==> src/brlm_pkg.sv <==
// Package of the block RMS level meter: field widths, defaults, shared types.
// Used by the channel interfaces and by every module of the block.
package brlm_pkg;

  localparam int SampleW   = 24;
  localparam int RmsW      = 24;
  localparam int CountW    = 17;
  localparam int SumW      = 64;
  localparam int ProdW     = 2 * SampleW;
  localparam int RootW     = SumW / 2;

  localparam int DefMaxFrames = 65536;
  localparam int DefSampleBits = 24;

  // Operation codes of the shared add/subtract unit.
  typedef enum logic {
    ALU_ADD,
    ALU_SUB
  } alu_op_e;

  typedef struct packed {
    alu_op_e         op;
    logic [SumW-1:0] a;
    logic [SumW-1:0] b;
  } alu_req_t;

  typedef struct packed {
    logic [SumW-1:0] res;
    logic            ge;
  } alu_rsp_t;

  // One finished measurement.
  typedef struct packed {
    logic [RmsW-1:0]   rms;
    logic [CountW-1:0] sample_count;
    logic              overflow;
  } result_t;

endpackage

==> src/brlm_in_if.sv <==
// Input channel of the level meter: one audio sample and a last-of-block flag.
// Depends on brlm_pkg for the sample width.
interface brlm_in_if;
  logic                                valid;
  logic                                ready;
  logic signed [brlm_pkg::SampleW-1:0] sample;
  logic                                last;

  modport source (output valid, output sample, output last, input ready);
  modport sink (input valid, input sample, input last, output ready);
endinterface

==> src/brlm_out_if.sv <==
// Output channel of the level meter: RMS value, sample count and overflow flag.
// Depends on brlm_pkg for the field widths.
interface brlm_out_if;
  logic                          valid;
  logic                          ready;
  logic [brlm_pkg::RmsW-1:0]     rms;
  logic [brlm_pkg::CountW-1:0]   sample_count;
  logic                          overflow;

  modport source (output valid, output rms, output sample_count, output overflow, input ready);
  modport sink (input valid, input rms, input sample_count, input overflow, output ready);
endinterface

==> src/brlm_addsub.sv <==
// Shared 64-bit add/subtract unit with an unsigned greater-or-equal flag.
// Depends on brlm_pkg for the request and response types.
module brlm_addsub (
  input  brlm_pkg::alu_req_t req_i,
  output brlm_pkg::alu_rsp_t rsp_o
);
  import brlm_pkg::*;

  logic [SumW:0] wide;

  // One carry chain serves accumulation, division and square root steps.
  always_comb begin
    unique case (req_i.op)
      ALU_ADD: wide = {1'b0, req_i.a} + {1'b0, req_i.b};
      ALU_SUB: wide = {1'b0, req_i.a} - {1'b0, req_i.b};
      default: wide = '0;
    endcase
  end

  // For a subtraction, no borrow means a >= b.
  assign rsp_o.res = wide[SumW-1:0];
  assign rsp_o.ge  = ~wide[SumW];

endmodule

==> src/brlm_ctrl.sv <==
// Sequencer of the level meter: squares and accumulates samples, then divides
// the sum by the count and takes the square root; all but the squaring use brlm_addsub.
module brlm_ctrl #(
  parameter int MAX_FRAMES  = brlm_pkg::DefMaxFrames,
  parameter int SAMPLE_BITS = brlm_pkg::DefSampleBits
) (
  input  logic                                clk_i,
  input  logic                                rst_ni,
  input  logic                                in_valid_i,
  output logic                                in_ready_o,
  input  logic signed [brlm_pkg::SampleW-1:0] sample_i,
  input  logic                                last_i,
  output logic                                done_o,
  output brlm_pkg::result_t                   res_o,
  input  logic                                free_i
);
  import brlm_pkg::*;

  localparam int DivSteps  = SumW;
  localparam int SqrtSteps = SumW / 2;
  localparam int StepW     = $clog2(DivSteps);
  localparam logic [SampleW-1:0] KeepMask =
    ~((SampleW'(1) << (SampleW - SAMPLE_BITS)) - SampleW'(1));

  typedef enum logic [2:0] {
    S_IDLE,
    S_SQR,
    S_ACC,
    S_DIV,
    S_SQRT,
    S_DONE
  } state_e;

  state_e             state_q, state_d;
  logic [SampleW-1:0] mag_q, mag_d;
  logic               last_q, last_d;
  logic [ProdW-1:0]   prod_q, prod_d;
  logic [SumW-1:0]    sum_q, sum_d;
  logic [CountW-1:0]  cnt_q, cnt_d;
  logic               ovf_q, ovf_d;
  logic [SumW-1:0]    quo_q, quo_d;
  logic [SumW-1:0]    rem_q, rem_d;
  logic [RootW-1:0]   root_q, root_d;
  logic [StepW-1:0]   step_q, step_d;

  logic [SampleW-1:0] masked;
  logic [SampleW-1:0] mag_in;
  logic [SumW-1:0]    div_trial;
  logic [SumW-1:0]    sqrt_rem;
  logic               below_max;
  alu_req_t           alu_req;
  alu_rsp_t           alu_rsp;

  brlm_addsub u_addsub (
    .req_i (alu_req),
    .rsp_o (alu_rsp)
  );

  // Magnitude of the sample after dropping the unused low bits.
  assign masked = sample_i & KeepMask;
  assign mag_in = masked[SampleW-1] ? SampleW'((SampleW+1)'(1) << SampleW) -
                                      masked : masked;

  assign below_max = cnt_q < CountW'(MAX_FRAMES);
  assign div_trial = {rem_q[SumW-2:0], quo_q[SumW-1]};
  assign sqrt_rem  = {rem_q[SumW-3:0], quo_q[SumW-1:SumW-2]};

  // Operand selection of the shared unit.
  always_comb begin
    alu_req.op = ALU_ADD;
    alu_req.a  = sum_q;
    alu_req.b  = SumW'(prod_q);
    unique case (state_q)
      S_DIV: begin
        alu_req.op = ALU_SUB;
        alu_req.a  = div_trial;
        alu_req.b  = SumW'(cnt_q);
      end
      S_SQRT: begin
        alu_req.op = ALU_SUB;
        alu_req.a  = sqrt_rem;
        alu_req.b  = SumW'({root_q, 2'b01});
      end
      default: ;
    endcase
  end

  // Next-state and datapath updates.
  always_comb begin
    state_d = state_q;
    mag_d   = mag_q;
    last_d  = last_q;
    prod_d  = prod_q;
    sum_d   = sum_q;
    cnt_d   = cnt_q;
    ovf_d   = ovf_q;
    quo_d   = quo_q;
    rem_d   = rem_q;
    root_d  = root_q;
    step_d  = step_q;
    unique case (state_q)
      S_IDLE: begin
        if (in_valid_i) begin
          mag_d   = mag_in;
          last_d  = last_i;
          state_d = S_SQR;
        end
      end
      S_SQR: begin
        prod_d  = mag_q * mag_q;
        state_d = S_ACC;
      end
      S_ACC: begin
        // A sample beyond the maximum block length is dropped.
        if (below_max) begin
          sum_d = alu_rsp.res;
          cnt_d = cnt_q + CountW'(1);
        end else begin
          ovf_d = 1'b1;
        end
        quo_d   = below_max ? alu_rsp.res : sum_q;
        rem_d   = '0;
        step_d  = '0;
        state_d = last_q ? S_DIV : S_IDLE;
      end
      S_DIV: begin
        // Restoring division, one quotient bit per cycle.
        rem_d  = alu_rsp.ge ? alu_rsp.res : div_trial;
        quo_d  = {quo_q[SumW-2:0], alu_rsp.ge};
        step_d = step_q + StepW'(1);
        if (step_q == StepW'(DivSteps - 1)) begin
          rem_d   = '0;
          root_d  = '0;
          step_d  = '0;
          state_d = S_SQRT;
        end
      end
      S_SQRT: begin
        // Digit-by-digit square root, two radicand bits per cycle.
        rem_d  = alu_rsp.ge ? alu_rsp.res : sqrt_rem;
        root_d = {root_q[RootW-2:0], alu_rsp.ge};
        quo_d  = {quo_q[SumW-3:0], 2'b00};
        step_d = step_q + StepW'(1);
        if (step_q == StepW'(SqrtSteps - 1)) begin
          state_d = S_DONE;
        end
      end
      S_DONE: begin
        if (free_i) begin
          sum_d   = '0;
          cnt_d   = '0;
          ovf_d   = 1'b0;
          state_d = S_IDLE;
        end
      end
      default: state_d = S_IDLE;
    endcase
  end

  always_ff @(posedge clk_i or negedge rst_ni) begin
    if (!rst_ni) begin
      state_q <= S_IDLE;
      sum_q   <= '0;
      cnt_q   <= '0;
      ovf_q   <= 1'b0;
      step_q  <= '0;
    end else begin
      state_q <= state_d;
      sum_q   <= sum_d;
      cnt_q   <= cnt_d;
      ovf_q   <= ovf_d;
      step_q  <= step_d;
    end
  end

  // Working registers need no reset.
  always_ff @(posedge clk_i) begin
    mag_q  <= mag_d;
    last_q <= last_d;
    prod_q <= prod_d;
    quo_q  <= quo_d;
    rem_q  <= rem_d;
    root_q <= root_d;
  end

  assign in_ready_o         = (state_q == S_IDLE);
  assign done_o             = (state_q == S_DONE);
  assign res_o.rms          = root_q[RmsW-1:0];
  assign res_o.sample_count = cnt_q;
  assign res_o.overflow     = ovf_q;

endmodule

==> src/block_rms_level_meter_top.sv <==
// Block RMS level meter, top level with the output register.
// Depends on brlm_pkg, brlm_in_if, brlm_out_if, brlm_ctrl and brlm_addsub.
//
// Usage: in_i carries one signed Q1.23 sample per item and a last flag that
// closes a block. For each block one item leaves on out_o: the RMS level as
// floor(sqrt(floor(sum of squares / count))) in unsigned Q1.23, the number
// of samples counted and an overflow flag. Samples beyond MAX_FRAMES are
// ignored and set the flag.
// Flow: an item that is not last passes through accept, square and accumulate;
// ready is low while the item is squared and accumulated.
// A last item also runs a restoring division and a digit-by-digit square
// root on one shared 64-bit add/subtract unit; when its result reaches out_o,
// ready returns in that same cycle.
// The output register holds a result until it is taken, so the next block can
// be accumulated meanwhile; a finished result waits in the sequencer if the
// previous one is still held, and ready stays low until it moves on.
// Reset clears the sum, count, overflow flag and the output valid.
module block_rms_level_meter_top #(
  parameter int MAX_FRAMES  = brlm_pkg::DefMaxFrames,
  parameter int SAMPLE_BITS = brlm_pkg::DefSampleBits
) (
  input  logic       clk_i,
  input  logic       rst_ni,
  brlm_in_if.sink    in_i,
  brlm_out_if.source out_o
);
  import brlm_pkg::*;

  logic    done;
  logic    free;
  result_t res;
  result_t res_q;
  logic    out_valid_q, out_valid_d;

  brlm_ctrl #(
    .MAX_FRAMES  (MAX_FRAMES),
    .SAMPLE_BITS (SAMPLE_BITS)
  ) u_ctrl (
    .clk_i      (clk_i),
    .rst_ni     (rst_ni),
    .in_valid_i (in_i.valid),
    .in_ready_o (in_i.ready),
    .sample_i   (in_i.sample),
    .last_i     (in_i.last),
    .done_o     (done),
    .res_o      (res),
    .free_i     (free)
  );

  // The output register is free when empty or being taken this cycle.
  assign free        = ~out_valid_q | out_o.ready;
  assign out_valid_d = (done & free) | (out_valid_q & ~out_o.ready);

  always_ff @(posedge clk_i or negedge rst_ni) begin
    if (!rst_ni) begin
      out_valid_q <= 1'b0;
    end else begin
      out_valid_q <= out_valid_d;
    end
  end

  always_ff @(posedge clk_i) begin
    if (done && free) begin
      res_q <= res;
    end
  end

  assign out_o.valid        = out_valid_q;
  assign out_o.rms          = res_q.rms;
  assign out_o.sample_count = res_q.sample_count;
  assign out_o.overflow     = res_q.overflow;

endmodule

==> src/flat_wrapper.sv <==
// flat-port wrapper written by rule: the top's interface ports become plain ports
module block_rms_level_meter_top_flat import brlm_pkg::*;
#(
  parameter int MAX_FRAMES  = brlm_pkg::DefMaxFrames,
  parameter int SAMPLE_BITS = brlm_pkg::DefSampleBits
)
  (clk_i, rst_ni, in_i_valid, in_i_sample, in_i_last, in_i_ready, out_o_valid, out_o_rms, out_o_sample_count, out_o_overflow, out_o_ready);
  brlm_in_if in_i_i ();
  brlm_out_if out_o_i ();
  input  logic clk_i;
  input  logic rst_ni;
  input wire logic [$bits(in_i_i.valid)-1:0] in_i_valid;
  input wire logic [$bits(in_i_i.sample)-1:0] in_i_sample;
  input wire logic [$bits(in_i_i.last)-1:0] in_i_last;
  output wire logic [$bits(in_i_i.ready)-1:0] in_i_ready;
  output wire logic [$bits(out_o_i.valid)-1:0] out_o_valid;
  output wire logic [$bits(out_o_i.rms)-1:0] out_o_rms;
  output wire logic [$bits(out_o_i.sample_count)-1:0] out_o_sample_count;
  output wire logic [$bits(out_o_i.overflow)-1:0] out_o_overflow;
  input wire logic [$bits(out_o_i.ready)-1:0] out_o_ready;
  assign in_i_i.valid = in_i_valid;
  assign in_i_i.sample = in_i_sample;
  assign in_i_i.last = in_i_last;
  assign in_i_ready = in_i_i.ready;
  assign out_o_valid = out_o_i.valid;
  assign out_o_rms = out_o_i.rms;
  assign out_o_sample_count = out_o_i.sample_count;
  assign out_o_overflow = out_o_i.overflow;
  assign out_o_i.ready = out_o_ready;
  block_rms_level_meter_top #(.MAX_FRAMES(MAX_FRAMES), .SAMPLE_BITS(SAMPLE_BITS)) u_core (.clk_i(clk_i), .rst_ni(rst_ni), .in_i(in_i_i), .out_o(out_o_i));
endmodule
==> config.mk <==
export PLATFORM = sky130hd
export DESIGN_NAME = block_rms_level_meter_top_flat
export DESIGN_NICKNAME = d
export VERILOG_FILES = /design/src/brlm_pkg.sv /design/src/brlm_in_if.sv /design/src/brlm_out_if.sv /design/src/brlm_addsub.sv /design/src/brlm_ctrl.sv /design/src/block_rms_level_meter_top.sv /design/src/flat_wrapper.sv
export SDC_FILE = /design/constraint.sdc
export NUM_CORES = 2
export LEC_CHECK = 0
export BUFFER_PORTS_ARGS = -buffer_cell sky130_fd_sc_hd__buf_2
export CORE_MARGIN = 2
export CORE_UTILIZATION = 50
export CTS_CLUSTER_SIZE = 30
export DETAILED_ROUTE_END_ITERATION = 8
export PLACE_DENSITY_LB_ADDON = 0.25
export SLEW_MARGIN = 20
export SYNTH_ARGS = -nofsm -noshare
export SYNTH_HDL_FRONTEND = slang
export SYNTH_SLANG_ARGS = --single-unit
==> constraint.sdc <==
create_clock -name clk_i -period 9.1 [get_ports clk_i]
set_clock_uncertainty 0.2 [all_clocks]
set_input_delay 1.82 -clock clk_i [delete_from_list [all_inputs] [get_ports clk_i]]
set_output_delay 1.82 -clock clk_i [all_outputs]
set_load 0.01 [all_outputs]
==> flow_summary.toml <==
[status]
status = "complete, no violations"

[synth]
ys_warn_count = 0
ys_ff_latch = 365
yosysSeqAreaShare_pct = 27.1
synth_nets = 4866
synth_edf_count = 273
synthArstFlopShare_pct = 25.2
avgSynthCellArea_sq_um = 9.30
netlist_area_sq_um = 38800
synth_cell_types = 72
synth-main-ff-cell = "edfxtp_1"
synthCells = 4168

[grt]
grt_pass1_wl_um = 165000
grt_use_met1_pct = 37.5
grt_pass1_vias = 30100
grtUsageMet2_pct = 42.0
antenna_found_initial = 0
track_usage_pct = 26.1
grt_max_degree = 159
use_met3_pct = 3.41
grt.overflow.total = 0
grt-busiest-layer = "met2"

[cells_and_area]
area_delta_synth_final_pct = 7.37
fin_nets = 4819
nFillCells = 7065
final_core_util_pct = 54.0
drive_gt1_share_pct = 5.85
diodes = 0

[place]
dp_hpwl_um = 76300
gp_congestion = 0.953
pre_cts_slack_ns = 0.414
portBuffers = 72

[clock_network]
cts-root-buf = "clkbuf_16"
cts_tree = "built"
clk_pin_slew_worst_paths_ns = 0.06
clock_sinks = 365
htreeDepth = 2
holdBufCountCts = 0
numCtsBuffers = 43
clock_path_buffers = 3
clk_latency_ns = 0.60

[setup_path]
max_stage_delay_ns = 0.85
endpoint_kind = "flop"
worstPathRequired_ns = 9.21
critPathSlowestCell = "dfrtp_1"
reg2reg_slack_ns = 0.62
arrival_ns = 8.59
critical_path_class = "flop to flop"
critPathLaunchType = "flop"
worstPathMaxFanout = 34
path_cells = "buf_4 -> nand2b_1 -> nand2_1 -> o221ai_1 -> nand4_1 -> or4b_4 -> or4_4 -> o21bai_4 -> or4_4 -> xor2_1 -> nand2_1 -> ha_1 -> a21o_1 -> o21bai_1 -> a31oi_1 -> o21bai_1 -> a31oi_1 -> o21ba_2 -> a31oi_4 -> xnor2_2 -> buf_12 -> nor3_1 -> a2111oi_0"

[sta]
final_hold_viol_count = 0
setup_violations = 0
period_needed_ns = 8.48
slew-limit-headroom_pct = 28.7
timing.final.max_slew_violations = 0
grt_setup_unrepaired = "no"
tightest_slew_ns = 1.07
max_freq_ghz = 0.118
setup_slack_ns = 0.621
period_share_pct = 93.2
fin_tns_setup_ns = 0

[detailed_routing]
drc = 0
wire_per_inst_um = 19.8
drt-initial-drc-count = 2613
ant_nets = 0
num_vias = 30200
wl_um = 103000
via_per_inst = 5.81
drt-pass1-iter-count = 6

[die]
initial_utilization_pct = 50.3
row_count = 102
io_pins = 73
fp.coreArea_sq_um = 77100
dieHeight_um = 282
die_area_sq_um = 79800
die_w_um = 282

[hold_path]
hold_path.class = "flop to flop"

[flow_run]
max_cap_viol_count = 0
==> worst paths after layout <==
kind / endpoint / cells past startpoint / startpoint
setup / recovery: u_core.u_ctrl.rem_q[6] / 23 / u_core.u_ctrl.state_q[1]
hold / removal: u_core.out_o.overflow / 0 / u_core.u_ctrl.ovf_q
setup reg to reg: u_core.u_ctrl.rem_q[6] / 23 / u_core.u_ctrl.state_q[1]
hold reg to reg: u_core.out_o.overflow / 0 / u_core.u_ctrl.ovf_q
max in group asynchronous: u_core.u_ctrl.cnt_q[16] / 2 / rst_ni
min in group asynchronous: u_core.u_ctrl.sum_q[56] / 1 / rst_ni
==> synth_stat cells, drive strengths merged (17+ instances only) <==
cell type	number	area, sq um
nor3	57	285
o21a	24	180
o21bai	21	169
and2	152	951
nand2	450	1690
and3	22	138
a21oi	193	966
buf	25	115
fa	423	8470
xor2	73	639
nor2	183	687
a21o	48	360
mux2i	73	731
a22oi	131	983
o221ai	18	158
xnor2	110	963
o21ai	257	1290
ha	246	3080
or3	24	150
dfrtp	92	2300
clkbuf	192	721
nand2b	20	125
a31oi	22	138
inv	626	2350
edfxtp	273	8200
nand3	96	480
a2111oi	19	166
a22o	18	158
nor3b	17	128
o22ai	46	288
nand4	24	150
a211oi	31	233
==> per-layer routing <==
metal  part of all wire, %  wire length, um
met2                    46            47300
met1                    45            46500
met4                   2.4             2430
met3                   6.6             6840
met5                     0                0
==> area by class of cell <==
cell class / instances / area, sq um / share of cell area (%)
repair buffers: 125 / 818 / 1.97
multi-input cells: 2959 / 25200 / 60.5
clock inverters: 32 / 368 / 0.884
flip-flops and latches: 365 / 10500 / 25.2
inverters: 627 / 2360 / 5.66
clock buffers: 48 / 1100 / 2.65
well taps: 1040 / 1300 / 3.13
==> registers in the layout (all words and copies together), names as in the netlist, 3 cells and up <==
signal                     flops
u_core.u_ctrl.step_q           6
u_core.u_ctrl.state_q          3
u_core.u_ctrl.quo_q           64
u_core.u_ctrl.rem_q           63
u_core.u_ctrl.mag_q           24
u_core.u_ctrl.cnt_q           17
u_core.u_ctrl.sum_q           64
u_core.u_ctrl.root_q          32
u_core.u_ctrl.prod_q          47
u_core.out_o.rms              24
u_core.out_o.sample_count     17
==> timing repair <==
action                     CTS  global route
resized for setup            0             1
setup endpoints to repair    0             2
buffers inserted             0             2
==> metrics by stage <==
step                      std cells  hold slack (ns)  cell area, sq um
final                          5196            0.266             41600
after global routing           5196            0.288             41600
after CTS                      5194            0.262             41600
after detailed placement       5114            0.234             40100
after global placement         5114            0.251             40100
after floorplan                4168            0.223             38800
==> cells in the final DEF, fill, tap and decap left out, types with 73 or more instances in the layout <==
master / instances
a22oi_1: 131
nor2_1: 180
fa_1: 423
mux2i_1: 73
inv_1: 625
xnor2_1: 109
ha_1: 246
nand3_1: 95
xor2_1: 73
and2_1: 152
dfrtp_1: 91
edfxtp_1: 273
nand2_1: 449
o21ai_0: 248
a21oi_1: 193
==> critical path, delay by kind of cell, from the launching register on <==
kind | cells | cell delay (ns)
buffers and inverters | 2 | 0.62
XOR/XNOR | 2 | 0.49
AND/OR/NAND/NOR | 8 | 2.70
adder cells (fa/ha/maj) | 1 | 0.43
AO/OA/AOI/OAI | 10 | 2.85
flip-flops | 1 | 0.85
==> cell families (layout without fill, tap and decap cells) <==
group / Yosys count / after routing / synth area share, %
simple gates: 1103 / 1103 / 13.5
buf+inv: 844 / 832 / 8.23
mux: 75 / 75 / 1.94
compound gates: 929 / 929 / 15.3
xor+xnor: 183 / 183 / 4.13
flops: 365 / 365 / 27.1
fa+ha+maj: 669 / 669 / 29.8
Power is left out: the tool's default activity adds up to more than one toggle a clock period on the data nets, which glitch-free logic cannot reach.
